File: config.mk
export PLATFORM = sky130hd
export DESIGN_NAME = tick_task_dispatcher_core
export DESIGN_NICKNAME = d
export VERILOG_FILES = /design/src/ttd_pkg.sv /design/src/tick_task_dispatcher_core.sv /design/src/ttd_ram.sv /design/src/ttd_ctrl.sv /design/src/ttd_datapath.sv
export SDC_FILE = /design/constraint.sdc
export NUM_CORES = 1
export LEC_CHECK = 0
export BUFFER_PORTS_ARGS = -buffer_cell sky130_fd_sc_hd__buf_2
export CAP_MARGIN = 10
export CORE_MARGIN = 5
export CORE_UTILIZATION = 45
export CTS_BUF_LIST = sky130_fd_sc_hd__clkbuf_4 sky130_fd_sc_hd__clkbuf_8
export DETAILED_ROUTE_END_ITERATION = 10
export HOLD_SLACK_MARGIN = 0.12
export PLACE_DENSITY = 0.61
export SYNTH_ARGS = -nofsm -noshare
export SYNTH_HDL_FRONTEND = slang
export SYNTH_HIERARCHICAL = 1
export SYNTH_SLANG_ARGS = --single-unit
File: constraint.sdc
create_clock -name clk -period 12.3 [get_ports clk]
set_input_delay 1.845 -clock clk [delete_from_list [all_inputs] [get_ports clk]]
set_output_delay 1.845 -clock clk [all_outputs]
set_load 0.03 [all_outputs]
File: src/ttd_pkg.sv
package ttd_pkg;

  // Command codes carried in the request word.
  typedef enum logic [1:0] {
    CMD_TICK      = 2'd0,
    CMD_REGISTER  = 2'd1,
    CMD_SET_DELAY = 2'd2,
    CMD_RESERVED  = 2'd3
  } cmd_code_t;

  // One request word.
  typedef struct packed {
    logic [1:0]  cmd;
    logic [3:0]  task_id;
    logic [15:0] period;
    logic [15:0] delay;
    logic        enabled;
  } request_t;

  // One result word.
  typedef struct packed {
    logic [15:0] fire_mask;
    logic [3:0]  assigned_id;
    logic        full_error;
    logic [3:0]  task_total;
  } result_t;

  // Commands from the controller to the datapath.
  typedef struct packed {
    logic op;          // execute an immediate command and post its result
    logic scan_start;  // begin a tick scan at entry zero
    logic scan_step;   // write back the entry whose read data is present
    logic scan_end;    // this write-back is the last one; post the result
  } ctrl_cmd_t;

  // Status from the datapath to the controller.
  typedef struct packed {
    logic count_zero;  // no task registered
    logic wb_last;     // entry under write-back is the last registered one
  } dp_status_t;

endpackage

File: src/tick_task_dispatcher_core.sv
// Periodic task dispatcher. A word is taken when start is high and busy is low.
// Register, set-delay and unknown commands execute at once; their result appears
// on the cycle after acceptance. A tick walks the registered tasks one entry per
// cycle through the task table's single read port and keeps busy high until the
// last registered entry is written back; its result appears right after that
// write-back. A tick with no tasks behaves like the other commands. Each result
// is shown for exactly one cycle with done high, and the receiver has no way to
// hold it off; the next word may be accepted in the same cycle that a result is
// shown.
module tick_task_dispatcher_core
  import ttd_pkg::*;
#(
  parameter int MAX_TASKS  = 16,
  parameter int COUNT_BITS = 16
) (
  input  logic     clk,
  input  logic     rst,
  input  logic     start,
  output logic     busy,
  input  request_t request,
  output result_t  result,
  output logic     done
);

  ctrl_cmd_t  ctrl;
  dp_status_t status;

  ttd_ctrl u_ctrl (
    .clk    (clk),
    .rst    (rst),
    .start  (start),
    .cmd    (request.cmd),
    .status (status),
    .ctrl   (ctrl),
    .busy   (busy)
  );

  ttd_datapath #(
    .MAX_TASKS  (MAX_TASKS),
    .COUNT_BITS (COUNT_BITS)
  ) u_datapath (
    .clk     (clk),
    .rst     (rst),
    .request (request),
    .ctrl    (ctrl),
    .status  (status),
    .result  (result),
    .done    (done)
  );

endmodule

File: src/ttd_ram.sv
module ttd_ram #(
  parameter int WIDTH = 16,
  parameter int DEPTH = 16
) (
  input  logic                     clk,
  input  logic                     we,
  input  logic [$clog2(DEPTH)-1:0] waddr,
  input  logic [WIDTH-1:0]         wdata,
  input  logic [$clog2(DEPTH)-1:0] raddr,
  output logic [WIDTH-1:0]         rdata
);

  logic [WIDTH-1:0] mem [DEPTH];

  // One write port and one registered read port.
  always_ff @(posedge clk) begin
    if (we) begin
      mem[waddr] <= wdata;
    end
    rdata <= mem[raddr];
  end

endmodule

File: src/ttd_ctrl.sv
module ttd_ctrl
  import ttd_pkg::*;
(
  input  logic       clk,
  input  logic       rst,
  input  logic       start,
  input  logic [1:0] cmd,
  input  dp_status_t status,
  output ctrl_cmd_t  ctrl,
  output logic       busy
);

  typedef enum logic {
    S_IDLE,
    S_SCAN
  } state_t;

  state_t state;
  state_t state_next;
  logic   accept;
  logic   go_scan;

  // Decode the accepted word and steer the datapath.
  always_comb begin
    accept          = (state == S_IDLE) && start;
    go_scan         = accept && (cmd == CMD_TICK) && !status.count_zero;
    ctrl.op         = accept && !go_scan;
    ctrl.scan_start = go_scan;
    ctrl.scan_step  = (state == S_SCAN);
    ctrl.scan_end   = (state == S_SCAN) && status.wb_last;
    busy            = (state == S_SCAN);
  end

  // Next state.
  always_comb begin
    state_next = state;
    case (state)
      S_IDLE: begin
        if (go_scan) begin
          state_next = S_SCAN;
        end
      end
      S_SCAN: begin
        if (status.wb_last) begin
          state_next = S_IDLE;
        end
      end
      default: state_next = S_IDLE;
    endcase
  end

  always_ff @(posedge clk) begin
    if (rst) begin
      state <= S_IDLE;
    end else begin
      state <= state_next;
    end
  end

endmodule

File: src/ttd_datapath.sv
module ttd_datapath
  import ttd_pkg::*;
#(
  parameter int MAX_TASKS  = 16,
  parameter int COUNT_BITS = 16
) (
  input  logic       clk,
  input  logic       rst,
  input  request_t   request,
  input  ctrl_cmd_t  ctrl,
  output dp_status_t status,
  output result_t    result,
  output logic       done
);

  localparam int IDX_W  = $clog2(MAX_TASKS);
  localparam int CB     = COUNT_BITS;
  localparam int TASK_W = 2 * CB + 1;

  // Task table word: {enable, period, period counter}.
  logic [IDX_W-1:0]  task_count;
  logic [IDX_W-1:0]  task_count_next;
  logic [IDX_W-1:0]  rd_idx;
  logic [IDX_W-1:0]  wb_idx;
  logic [15:0]       fire_acc;
  logic [15:0]       fire_next;

  logic              task_we;
  logic [IDX_W-1:0]  task_waddr;
  logic [TASK_W-1:0] task_wdata;
  logic [TASK_W-1:0] task_rdata;
  logic              delay_we;
  logic [IDX_W-1:0]  delay_waddr;
  logic [CB-1:0]     delay_wdata;
  logic [CB-1:0]     delay_rdata;

  logic [CB-1:0]     per_in;
  logic [CB-1:0]     dly_in;
  logic              reg_ok;
  logic              set_ok;

  logic              ent_en;
  logic [CB-1:0]     ent_per;
  logic [CB-1:0]     ent_cnt;
  logic [CB-1:0]     dly_dec;
  logic [CB-1:0]     cnt_inc;
  logic [CB-1:0]     cnt_new;
  logic              fired;

  ttd_ram #(.WIDTH(TASK_W), .DEPTH(MAX_TASKS)) u_task_ram (
    .clk   (clk),
    .we    (task_we),
    .waddr (task_waddr),
    .wdata (task_wdata),
    .raddr (rd_idx),
    .rdata (task_rdata)
  );

  ttd_ram #(.WIDTH(CB), .DEPTH(MAX_TASKS)) u_delay_ram (
    .clk   (clk),
    .we    (delay_we),
    .waddr (delay_waddr),
    .wdata (delay_wdata),
    .raddr (rd_idx),
    .rdata (delay_rdata)
  );

  // Immediate command decode.
  always_comb begin
    per_in = CB'(request.period);
    dly_in = CB'(request.delay);
    reg_ok = (request.cmd == CMD_REGISTER) &&
             (32'(task_count) < 32'(MAX_TASKS - 1));
    set_ok = (request.cmd == CMD_SET_DELAY) &&
             (32'(request.task_id) < 32'(MAX_TASKS));
    task_count_next = (ctrl.op && reg_ok) ? task_count + IDX_W'(1) : task_count;
  end

  // Tick update of the entry whose read data is present.
  always_comb begin
    ent_en  = task_rdata[TASK_W-1];
    ent_per = task_rdata[2*CB-1:CB];
    ent_cnt = task_rdata[CB-1:0];
    dly_dec = delay_rdata;
    cnt_new = ent_cnt;
    cnt_inc = ent_cnt + CB'(1);
    fired   = 1'b0;
    if (ent_en) begin
      if (delay_rdata != '0) begin
        dly_dec = delay_rdata - CB'(1);
      end
      if (dly_dec == '0) begin
        if (ent_per == '0) begin
          cnt_new = '0;
        end else if (cnt_inc >= ent_per) begin
          cnt_new = '0;
          fired   = 1'b1;
        end else begin
          cnt_new = cnt_inc;
        end
      end
    end
    // Shifting past bit 15 drops the bit for tasks beyond sixteen.
    fire_next = fire_acc | ({15'd0, fired} << wb_idx);
  end

  // Write port steering: scan write-back or an immediate command.
  always_comb begin
    task_we     = 1'b0;
    task_waddr  = task_count;
    task_wdata  = {request.enabled, per_in, {CB{1'b0}}};
    delay_we    = 1'b0;
    delay_waddr = task_count;
    delay_wdata = dly_in;
    if (ctrl.scan_step) begin
      task_we     = 1'b1;
      task_waddr  = wb_idx;
      task_wdata  = {ent_en, ent_per, cnt_new};
      delay_we    = 1'b1;
      delay_waddr = wb_idx;
      delay_wdata = dly_dec;
    end else if (ctrl.op && reg_ok) begin
      task_we  = 1'b1;
      delay_we = 1'b1;
    end else if (ctrl.op && set_ok) begin
      delay_we    = 1'b1;
      delay_waddr = IDX_W'(request.task_id);
    end
  end

  always_comb begin
    status.count_zero = (task_count == '0);
    status.wb_last    = (wb_idx == task_count - IDX_W'(1));
  end

  // Control registers: task count, scan index and result strobe.
  always_ff @(posedge clk) begin
    if (rst) begin
      task_count <= '0;
      rd_idx     <= '0;
      done       <= 1'b0;
    end else begin
      task_count <= task_count_next;
      done       <= ctrl.op || ctrl.scan_end;
      if (ctrl.scan_start) begin
        rd_idx <= IDX_W'(1);
      end else if (ctrl.scan_end) begin
        rd_idx <= '0;
      end else if (ctrl.scan_step) begin
        rd_idx <= rd_idx + IDX_W'(1);
      end
    end
  end

  // Payload registers: write-back index, fire accumulator and result word.
  always_ff @(posedge clk) begin
    wb_idx <= rd_idx;
    if (ctrl.scan_start) begin
      fire_acc <= '0;
    end else if (ctrl.scan_step) begin
      fire_acc <= fire_next;
    end
    if (ctrl.op) begin
      result.fire_mask   <= '0;
      result.assigned_id <= reg_ok ? 4'(task_count) : 4'd0;
      result.full_error  <= (request.cmd == CMD_REGISTER) && !reg_ok;
      result.task_total  <= 4'(task_count_next);
    end else if (ctrl.scan_end) begin
      result.fire_mask   <= fire_next;
      result.assigned_id <= 4'd0;
      result.full_error  <= 1'b0;
      result.task_total  <= 4'(task_count);
    end
  end

endmodule

# After elaboration in Yosys (flattened, before gate mapping)
# Memory sizes are Yosys's and may differ from the RTL's. A register that Yosys moved wholly into a read port is not among the register bits.
# Index checks and enable logic that the tools add are counted.
# word_totals
register_bits	55
ramBits	784
in_bits	42
output_inout_bits	27
word_cells	83
memories	2
# op_classes
addsub	5
n_lt_le_gt_ge	2
n_eq_ne	3
shift	1
muxes	36
bitwise	2
n_reduce_logical	21
# memory_table
memory	depth	word_bits	read_ports	rd_ports_with_merged_regs	wr	line_no	rtl
u_datapath.u_task_ram.mem	16	33	1	1	1	ttd_ram.sv:13	logic [WIDTH-1:0] mem [DEPTH];
u_datapath.u_delay_ram.mem	16	16	1	1	1	ttd_ram.sv:13	
# ops
cell	count
$mux W16	8
$mux W33	1
$logic_not A16 Y1	2
$mux W4	6
$mux W1	18
$mux W9	2
$add A16 B1 Y16 const B	1
$ge A16 B16 Y1	1
$or A16 B16 Y16	1
$reduce_bool A16 Y1	1
$shl A1 B4 Y16	1
$sub A16 B1 Y16 const B	1
$logic_and A1 B1 Y1	9
$add A4 B1 Y4 const B	2
$eq A4 B4 Y1	1
$logic_not A4 Y1	1
$lt A4 B4 Y1 const B	1
$sub A4 B1 Y4 const B	1
$logic_not A1 Y1	3
$reduce_bool A3 Y1	1
$reduce_or A3 Y1	1
$eq A2 B1 Y1 const B	1
$eq A2 B2 Y1 const B	1
$logic_not A2 Y1	1
4 further kinds	4

# Depth between registers and ports, before layout
# Gate-level depths: netlist (run 1).
# depth
word_depth	12
ltp_mapped	16
mapped_depth_nobuf	14

# Cells and area by module
# Netlist (run 1), hierarchy kept.
# modules_own_cells
module	instances	cells_each	area_per_inst_um2	seq_area_each_um2
ttd_ram at u_datapath.u_task_ram	1	864	20631.0	16515.8
ttd_ram at u_datapath.u_delay_ram	1	432	10043.4	8007.7
ttd_datapath	1	537	4416.7	1171.1
ttd_ctrl	1	11	92.6	20.0

# Worst setup path before layout (run 1)
# No wires, ideal clock.
# synth_timing
path_kind	input to register
start	in start
end	mem u_datapath/u_task_ram/mem[0][0] (netlist name) (enable)
setup_time_ns	0.464
t_arrival_ns	5.514
required_time_ns	11.836
path_slack_ns	6.322
cell_stages	7
n_path_buf	0
path_cell_list	nand2b_1 nor2_1 nand3b_1 a31oi_1 or2_2 or3b_2 nor3_1
# synth_rtl
item	line_no	rtl
from (decl)	tick_task_dispatcher_core.sv:18	input logic start,
to (decl)	ttd_ram.sv:13	

# Worst setup path in the final report (run 1)
# layout_timing
start	reg u_datapath.u_task_ram.rdata[0] (read register of u_datapath.u_task_ram.mem)
end	mem u_datapath/u_task_ram/mem[9][10] (netlist name), data pin
# layout_between
elab_chain_len	7
# layout_rtl
item	line_no	rtl
from (decl)	ttd_ram.sv:10	output logic [WIDTH-1:0] rdata
$add A16 B1 Y16 (*)	ttd_datapath.sv:86	cnt_inc = ent_cnt + CB'(1);
$ge A16 B16 Y1	ttd_datapath.sv:95	end else if (cnt_inc >= ent_per) begin
$mux W16 (*)	ttd_datapath.sv:95	
$mux W16 (*)	ttd_datapath.sv:93	if (ent_per == '0) begin
$mux W16 (*)	ttd_datapath.sv:92	if (dly_dec == '0) begin
$mux W16 (*)	ttd_datapath.sv:88	if (ent_en) begin
$mux W33 (*)	ttd_datapath.sv:115	if (ctrl.scan_step) begin
named net u_datapath.task_wdata[10]	ttd_datapath.sv:30	logic [TASK_W-1:0] task_wdata;
# The timed path passes the listed nets; every way through them passes the cells marked *.

==> flow_metrics.tcl, run 1 <==
set metrics [dict create \
    final-max-slew-violation-count 0 \
    worst-path-buf-inv 2 \
    synth_ff_type "edfxtp_1" \
    period_minus_slack_ns 4.71 \
    rrSetupSlack_ns 7.59 \
    first_iter_violations 1491 \
    synth_nets 1908 \
    core-area_mm2 0.0775 \
    grt_pass1_wl_um 120000 \
    p_int_mw 4.82 \
    fmax_ghz 0.212 \
    crit_top_cell "and3_1" \
    ant_nets 0 \
    synthesis.area_mm2 0.0352 \
    rsz0062_at_grt "no" \
    io_pins 69 \
    setup_viol 0 \
    layout.nets 2066 \
    worst-endpoint-arrival_ns 5.19 \
    p_per_area_mw_per_mm2 154 \
    peakVddDrop_mv 0.0856 \
    critPathTopFamily "simple AND/OR/NAND/NOR gates" \
    dieWidth_um 290 \
    cp_num_cells 15 \
    startpoint_type "register" \
    ctsHoldBuffers 0 \
    finClkSkew_ns 0.0431 \
    swShare_pct 21.4 \
    post_synth_num_cell_types 63 \
    critPathMaxFanout 27 \
    synth_most_common_cell "edfxtp_1" \
    p_clk_share_pct 41.7 \
    insertion_delay_ns 0.77 \
    synth_edf_count 793 \
    hold_end "u_datapath/fire_acc[6]" \
    power.share.combinational_pct 3.6 \
    post-cts-setup-buffer-count 0 \
    viasPerCell 5.76 \
    grt_pass1_vias 18900 \
    area_delta_synth_final_pct 13.0 \
    hold_path.class "register to register" \
    worst_slew_pin_slew_ns 1.13 \
    status "finished, final reports clean" \
    ctsResizeCount 0 \
    clockRootBuffer "clkbuf_8" \
    fin_util_pct 51.3 \
    drive_above_1_share_pct 28.7 \
    hold_viol 0 \
    dieArea_mm2 0.0839 \
    synth_largest_area_cell "edfxtp_1" \
    vias 18200 \
    worst_setup_path_end_kind "register" \
    grt_use_total_pct 19.1 \
    yosysSeqAreaShare_pct 73.1 \
    yosys.area.top_type_share_pct 67.7 \
    initial_core_util_pct 45.4 \
    crit_slowest_cell "a22o_1" \
    min_path_cells 2 \
    relSlewSlack_pct 24.9 \
    postSynthCellCount 1844 \
    p_seq_share_pct 54.7 \
    p_sw_mw 1.31 \
    maxCapViolCount 0 \
    required_ns 12.78 \
    async_reset_ff_share_pct 0 \
    hp-start "u_datapath/fire_acc[6]" \
    place_hpwl_um 45000 \
    die_h_um 290 \
    tns_ns 0 \
    cts_sinks 888 \
    grt-ovfl-total 0 \
    grt_max_degree 144 \
    num_rows 102 \
    synth.ff_latch_count 888 \
    cts_max_path_buffers 3 \
    crit_chain "ha_1 > and3_1 > and3_1 > and3_1 > nand3_1 > xnor2_1 > ha_1 > o21ai_0 > o21a_1 > o21ai_0 > a221oi_2 > buf_4 > inv_1 > nor3_4 > a22o_1" \
    clkTransAtPathRegs_ns 0.06 \
    finalWirelength_um 78900 \
    wl_per_cell_um 24.9 \
    cts_tree "built" \
    rr_startpoint "u_datapath/u_task_ram/rdata[0]" \
    drt_pass1_iterations 5 \
    fin_crit_sh_pct 38.3 \
    cts_buffers 145 \
    htreeDepth 4 \
    drc 0 \
    rr_endpoint "u_datapath/u_task_ram/mem[9][10]" \
    antenna_found_initial 4 \
    syn_avg_cell_area_um2 19.1 \
    cpPeakStageDelay_ns 0.54 \
    finalWeightedCongestion 0.811 \
    io_buffers 68 \
    synth_area_leaders "edfxtp_1 (68%), mux4_2 (11%), dfxtp_1 (5.4%), mux4_1 (2.2%), a22oi_1 (2.1%)" \
    p_leak_nw 13.0 \
    critical_path_class "register to register" \
    reg2regPathDepth 15 \
    synth_common_cells "edfxtp_1 (793), mux4_2 (167), a22oi_1 (98)" \
    yosysWarnings 6 \
]
==> worst max-delay path by stage <==
| stage | start | endpoint | slack, ns |
|---|---|---|---|
| final | u_datapath/u_task_ram/rdata[0] | u_datapath/u_task_ram/mem[9][10] | 7.59 |
| after global routing | u_datapath/u_task_ram/rdata[2] | u_datapath/u_task_ram/mem[0][3] | 7.15 |
| after global placement | start | u_datapath/u_delay_ram/mem[1][3] | 7.09 |
| after CTS | u_datapath/u_task_ram/rdata[0] | u_datapath/u_task_ram/mem[9][10] | 7.67 |
| after detailed placement | start | u_datapath/u_delay_ram/mem[2][5] | 7.03 |
| after floorplan | start | u_datapath/u_task_ram/mem[0][0] | 6.32 |
==> final cells by class <==
cell class	count	area (um2)
sequential	888	25700
fill	6252	37700
clock buffer	219	2620
multi-input combinational	815	8930
antenna	3	7.51
clock inverter	47	338
inverter	41	154
tap	1040	1300
timing repair buffer	111	688
==> power by group through the flow <==
stage          combinational (mW)  sequential, mW  clock (mW)
4_1_cts                     0.221            3.35        2.63
3_5_place_dp                0.220            3.42           0
3_3_place_gp                0.214            3.42           0
6_report                    0.219            3.35        2.56
5_1_grt                     0.241            3.36        2.78
2_1_floorplan               0.153            3.41           0
==> tightest hold or removal path, stage by stage, from the launching register on <==
cell	delay, ns
dfxtp_1	0.31
inv_1	0.05
o22ai_1	0.07
==> cells in the final DEF (no fill, tap or decap), types with 17 or more instances in the layout <==
| master | netlist | layout |
|---|---|---|
| edfxtp_1 | 793 | 793 |
| mux4_2 | 167 | 167 |
| clkbuf_8 | 0 | 156 |
| a22oi_1 | 98 | 98 |
| dfxtp_1 | 95 | 92 |
| nand2_1 | 77 | 77 |
| buf_2 | 18 | 68 |
| clkbuf_4 | 0 | 63 |
| buf_4 | 6 | 41 |
| nor2_1 | 65 | 40 |
| inv_1 | 40 | 40 |
| mux4_1 | 29 | 29 |
| clkinv_1 | 1 | 24 |
| mux2i_1 | 23 | 23 |
| xnor2_1 | 22 | 22 |
| ha_1 | 22 | 22 |
| mux2_2 | 20 | 20 |
| nand3_1 | 19 | 19 |
| o21ai_1 | 18 | 18 |
| o22ai_1 | 17 | 17 |
==> flip-flops by register name, indices dropped and copies added, names as in the netlist <==
register,count
u_datapath/u_delay_ram/mem,256
u_datapath/fire_acc,16
u_datapath/rd_idx,4
u_datapath/done,1
u_ctrl/busy,1
u_datapath/u_delay_ram/rdata,16
u_datapath/u_task_ram/rdata,33
u_datapath/u_task_ram/mem,528
u_datapath/wb_idx,4
u_datapath/task_count,4
u_datapath/result,25
==> cells by family (layout without fill, tap and decap cells) <==
family	count (synthesis)	count (layout)	share of synthesized area, %
other cells	0	3	0
buf+inv	141	418	2.17
compound gates	209	209	4.10
simple gates	308	308	4.80
fa+ha+maj	22	22	0.782
xor+xnor	37	37	0.921
mux	239	239	14.2
flops	888	888	73.1
==> layer usage <==
| metal | up-vias | track usage, % | part of all wire (%) |
|---|---|---|---|
| li1 | 7884 | - | - |
| met1 | 9671 | 27.9 | 45 |
| met2 | 564 | 29.9 | 48 |
| met3 | 94 | 3.67 | 6.2 |
| met4 | 0 | 5.29 | 1.5 |
| met5 | - | 0 | 0 |
==> through the flow <==
step	cell area (um2)	std cells	total power, mW	hold slack, ns	worst slack (ns)
after detailed placement	36800	2895	3.64	0.466	7.03
final	39800	3164	6.13	0.474	7.59
after floorplan	35200	1844	3.56	0.384	6.32
after global placement	36800	2895	3.63	0.460	7.09
after CTS	39800	3161	6.20	0.475	7.67
after global routing	39800	3164	6.38	0.495	7.15
Power figures use the tool's default switching activity.
==> run 2, diff against run 1 <==
clock period = 4.7 ns   (was 12.3 ns; I/O delays follow)
==> run 2 against run 1 <==
Against the previous run:
- global-route usage rose by 0.64 points
- via count rose by 1.1%
- total power rose to 2.6 times the previous value
- maximum frequency rose by 13%
- final area rose by 0.54%
- die area did not move
- wire length rose by 4.3%
- first-iteration DRC count rose by 15%
- critical path depth fell by 1
==> flow_metrics.tcl, run 2 (same netlist as run 1, synthesis figures left out) <==
set metrics [dict create \
    clkTransAtPathRegs_ns 0.06 \
    grt-ovfl-total 0 \
    grt_pass1_wl_um 122000 \
    area_delta_synth_final_pct 13.6 \
    peakVddDrop_mv 0.243 \
    io_buffers 68 \
    layout.nets 2093 \
    startpoint_type "register" \
    fmax_ghz 0.239 \
    viasPerCell 5.78 \
    largestRegisters "u_datapath/u_task_ram/mem (528), u_datapath/u_delay_ram/mem (256), u_datapath/u_task_ram/rdata (33)" \
    htreeDepth 4 \
    place_hpwl_um 44200 \
    fin_ws_ns 0.515 \
    status "finished, final reports clean" \
    critPathMaxFanout 16 \
    finalWirelength_um 82300 \
    cts_buffers 143 \
    maxCapViolCount 0 \
    rsz0062_at_grt "no" \
    dieWidth_um 290 \
    first_iter_violations 1720 \
    finalWeightedCongestion 0.839 \
    grt_pass1_vias 19000 \
    initial_core_util_pct 45.4 \
    drt_pass1_iterations 5 \
    grt_max_degree 73 \
    num_rows 102 \
    setup_viol 0 \
    period_minus_slack_ns 4.19 \
    die_h_um 290 \
    finClkSkew_ns 0.0414 \
    cts_tree "built" \
    power_mw 16.0 \
    ctsHoldBuffers 0 \
    dieArea_mm2 0.0839 \
    drc 0 \
    rrSetupSlack_ns 0.51 \
    vias 18400 \
    p_per_area_mw_per_mm2 400 \
    layout_commonest_cell "edfxtp_1" \
    required_ns 5.18 \
    hold_viol 0 \
    wl_per_cell_um 25.8 \
    ctsResizeCount 0 \
    critical_path_class "register to register" \
    finalInstanceArea_mm2 0.0400 \
    post-cts-setup-buffer-count 0 \
    p_leak_nw 13.1 \
    largest_register "u_datapath/u_task_ram/mem" \
    core-area_mm2 0.0775 \
    insertion_delay_ns 0.78 \
    cts_sinks 888 \
    fin_crit_sh_pct 89.1 \
    worst_slew_pin_slew_ns 1.13 \
    ant_nets 0 \
    clockRootBuffer "clkbuf_8" \
    tns_ns 0 \
    grt_use_total_pct 19.7 \
    largest_reg_flops 528 \
    place_ws_ns 0.529 \
    worst-endpoint-arrival_ns 4.67 \
    io_pins 69 \
    hold_path.class "input port to register" \
    antenna_found_initial 1 \
    dp.cells 2920 \
    fin_cells 3186 \
    final-max-slew-violation-count 0 \
    worst_setup_path_end_kind "register" \
    placed_area_mm2 0.0370 \
    drive_above_1_share_pct 29.5 \
    cts_max_path_buffers 3 \
    final_cell_mix "edfxtp_1 (793), mux4_2 (167), clkbuf_8 (157), a22oi_1 (98), dfxtp_1 (92)" \
    relSlewSlack_pct 24.4 \
]
run 2: cell types whose count changed in the layout (fill, tap and decap cells not counted), sizes merged:
| cell | before | now |
|---|---|---|
| clkinvlp | 4 | 1 |
| diode | 3 | 2 |
| inv | 47 | 49 |
| buf | 111 | 140 |
| bufinv | 2 | 1 |
| clkinv | 35 | 28 |
| clkbuf | 219 | 222 |
run 2: final cells by class:
class                      instances  area, um2
antenna                            2       5.00
sequential                       888      25700
multi-input combinational        815       8910
clock buffer                     222       2650
timing repair buffer             140        953
fill                            6190      37500
tap                             1040       1300
inverter                          41        154
clock inverter                    38        279
run 2: stage by stage:
| stage | util, % | hold WS (ns) |
|---|---|---|
| after global routing | 51.6 | 0.213 |
| final | 51.6 | 0.253 |
| after floorplan | - | 0.384 |
| after global placement | 47.8 | 0.462 |
| after CTS | 51.6 | 0.165 |
| after detailed placement | 47.8 | 0.465 |
run 2: report_power, final:
part / internal [mW] / switching [mW]
logic: 0.233 / 0.318
registers: 8.69 / 0.0916
clock network: 3.68 / 2.99
run 2: worst paths after layout:
path	cells past startpoint	end	from
max	14	u_datapath/u_task_ram/mem[12][1]	u_datapath/u_task_ram/rdata[0]
min	2	u_datapath/rd_idx[0]	rst
max reg2reg	14	u_datapath/u_task_ram/mem[12][1]	u_datapath/u_task_ram/rdata[0]
min reg2reg	2	u_datapath/fire_acc[12]	u_datapath/fire_acc[12]
run 2: metal layers:
layer,global-route usage (%),wire length [um]
met5,0,0
met4,5.16,1540
met3,4.13,5760
met2,31.4,39500
met1,28.3,35400
run 2: worst max-delay path: stages, from the launching register on:
cell and delay [ns]:
dfxtp_1 0.42, ha_1 0.25, and3_1 0.20, and3_1 0.23, and3_1 0.32, nand3_1 0.14, xnor2_1 0.24, ha_1 0.28
o21ai_0 0.15, o21a_1 0.13, o21ai_0 0.11, a221oi_2 0.31, inv_1 0.13, nor3_4 0.44, a22o_1 0.54
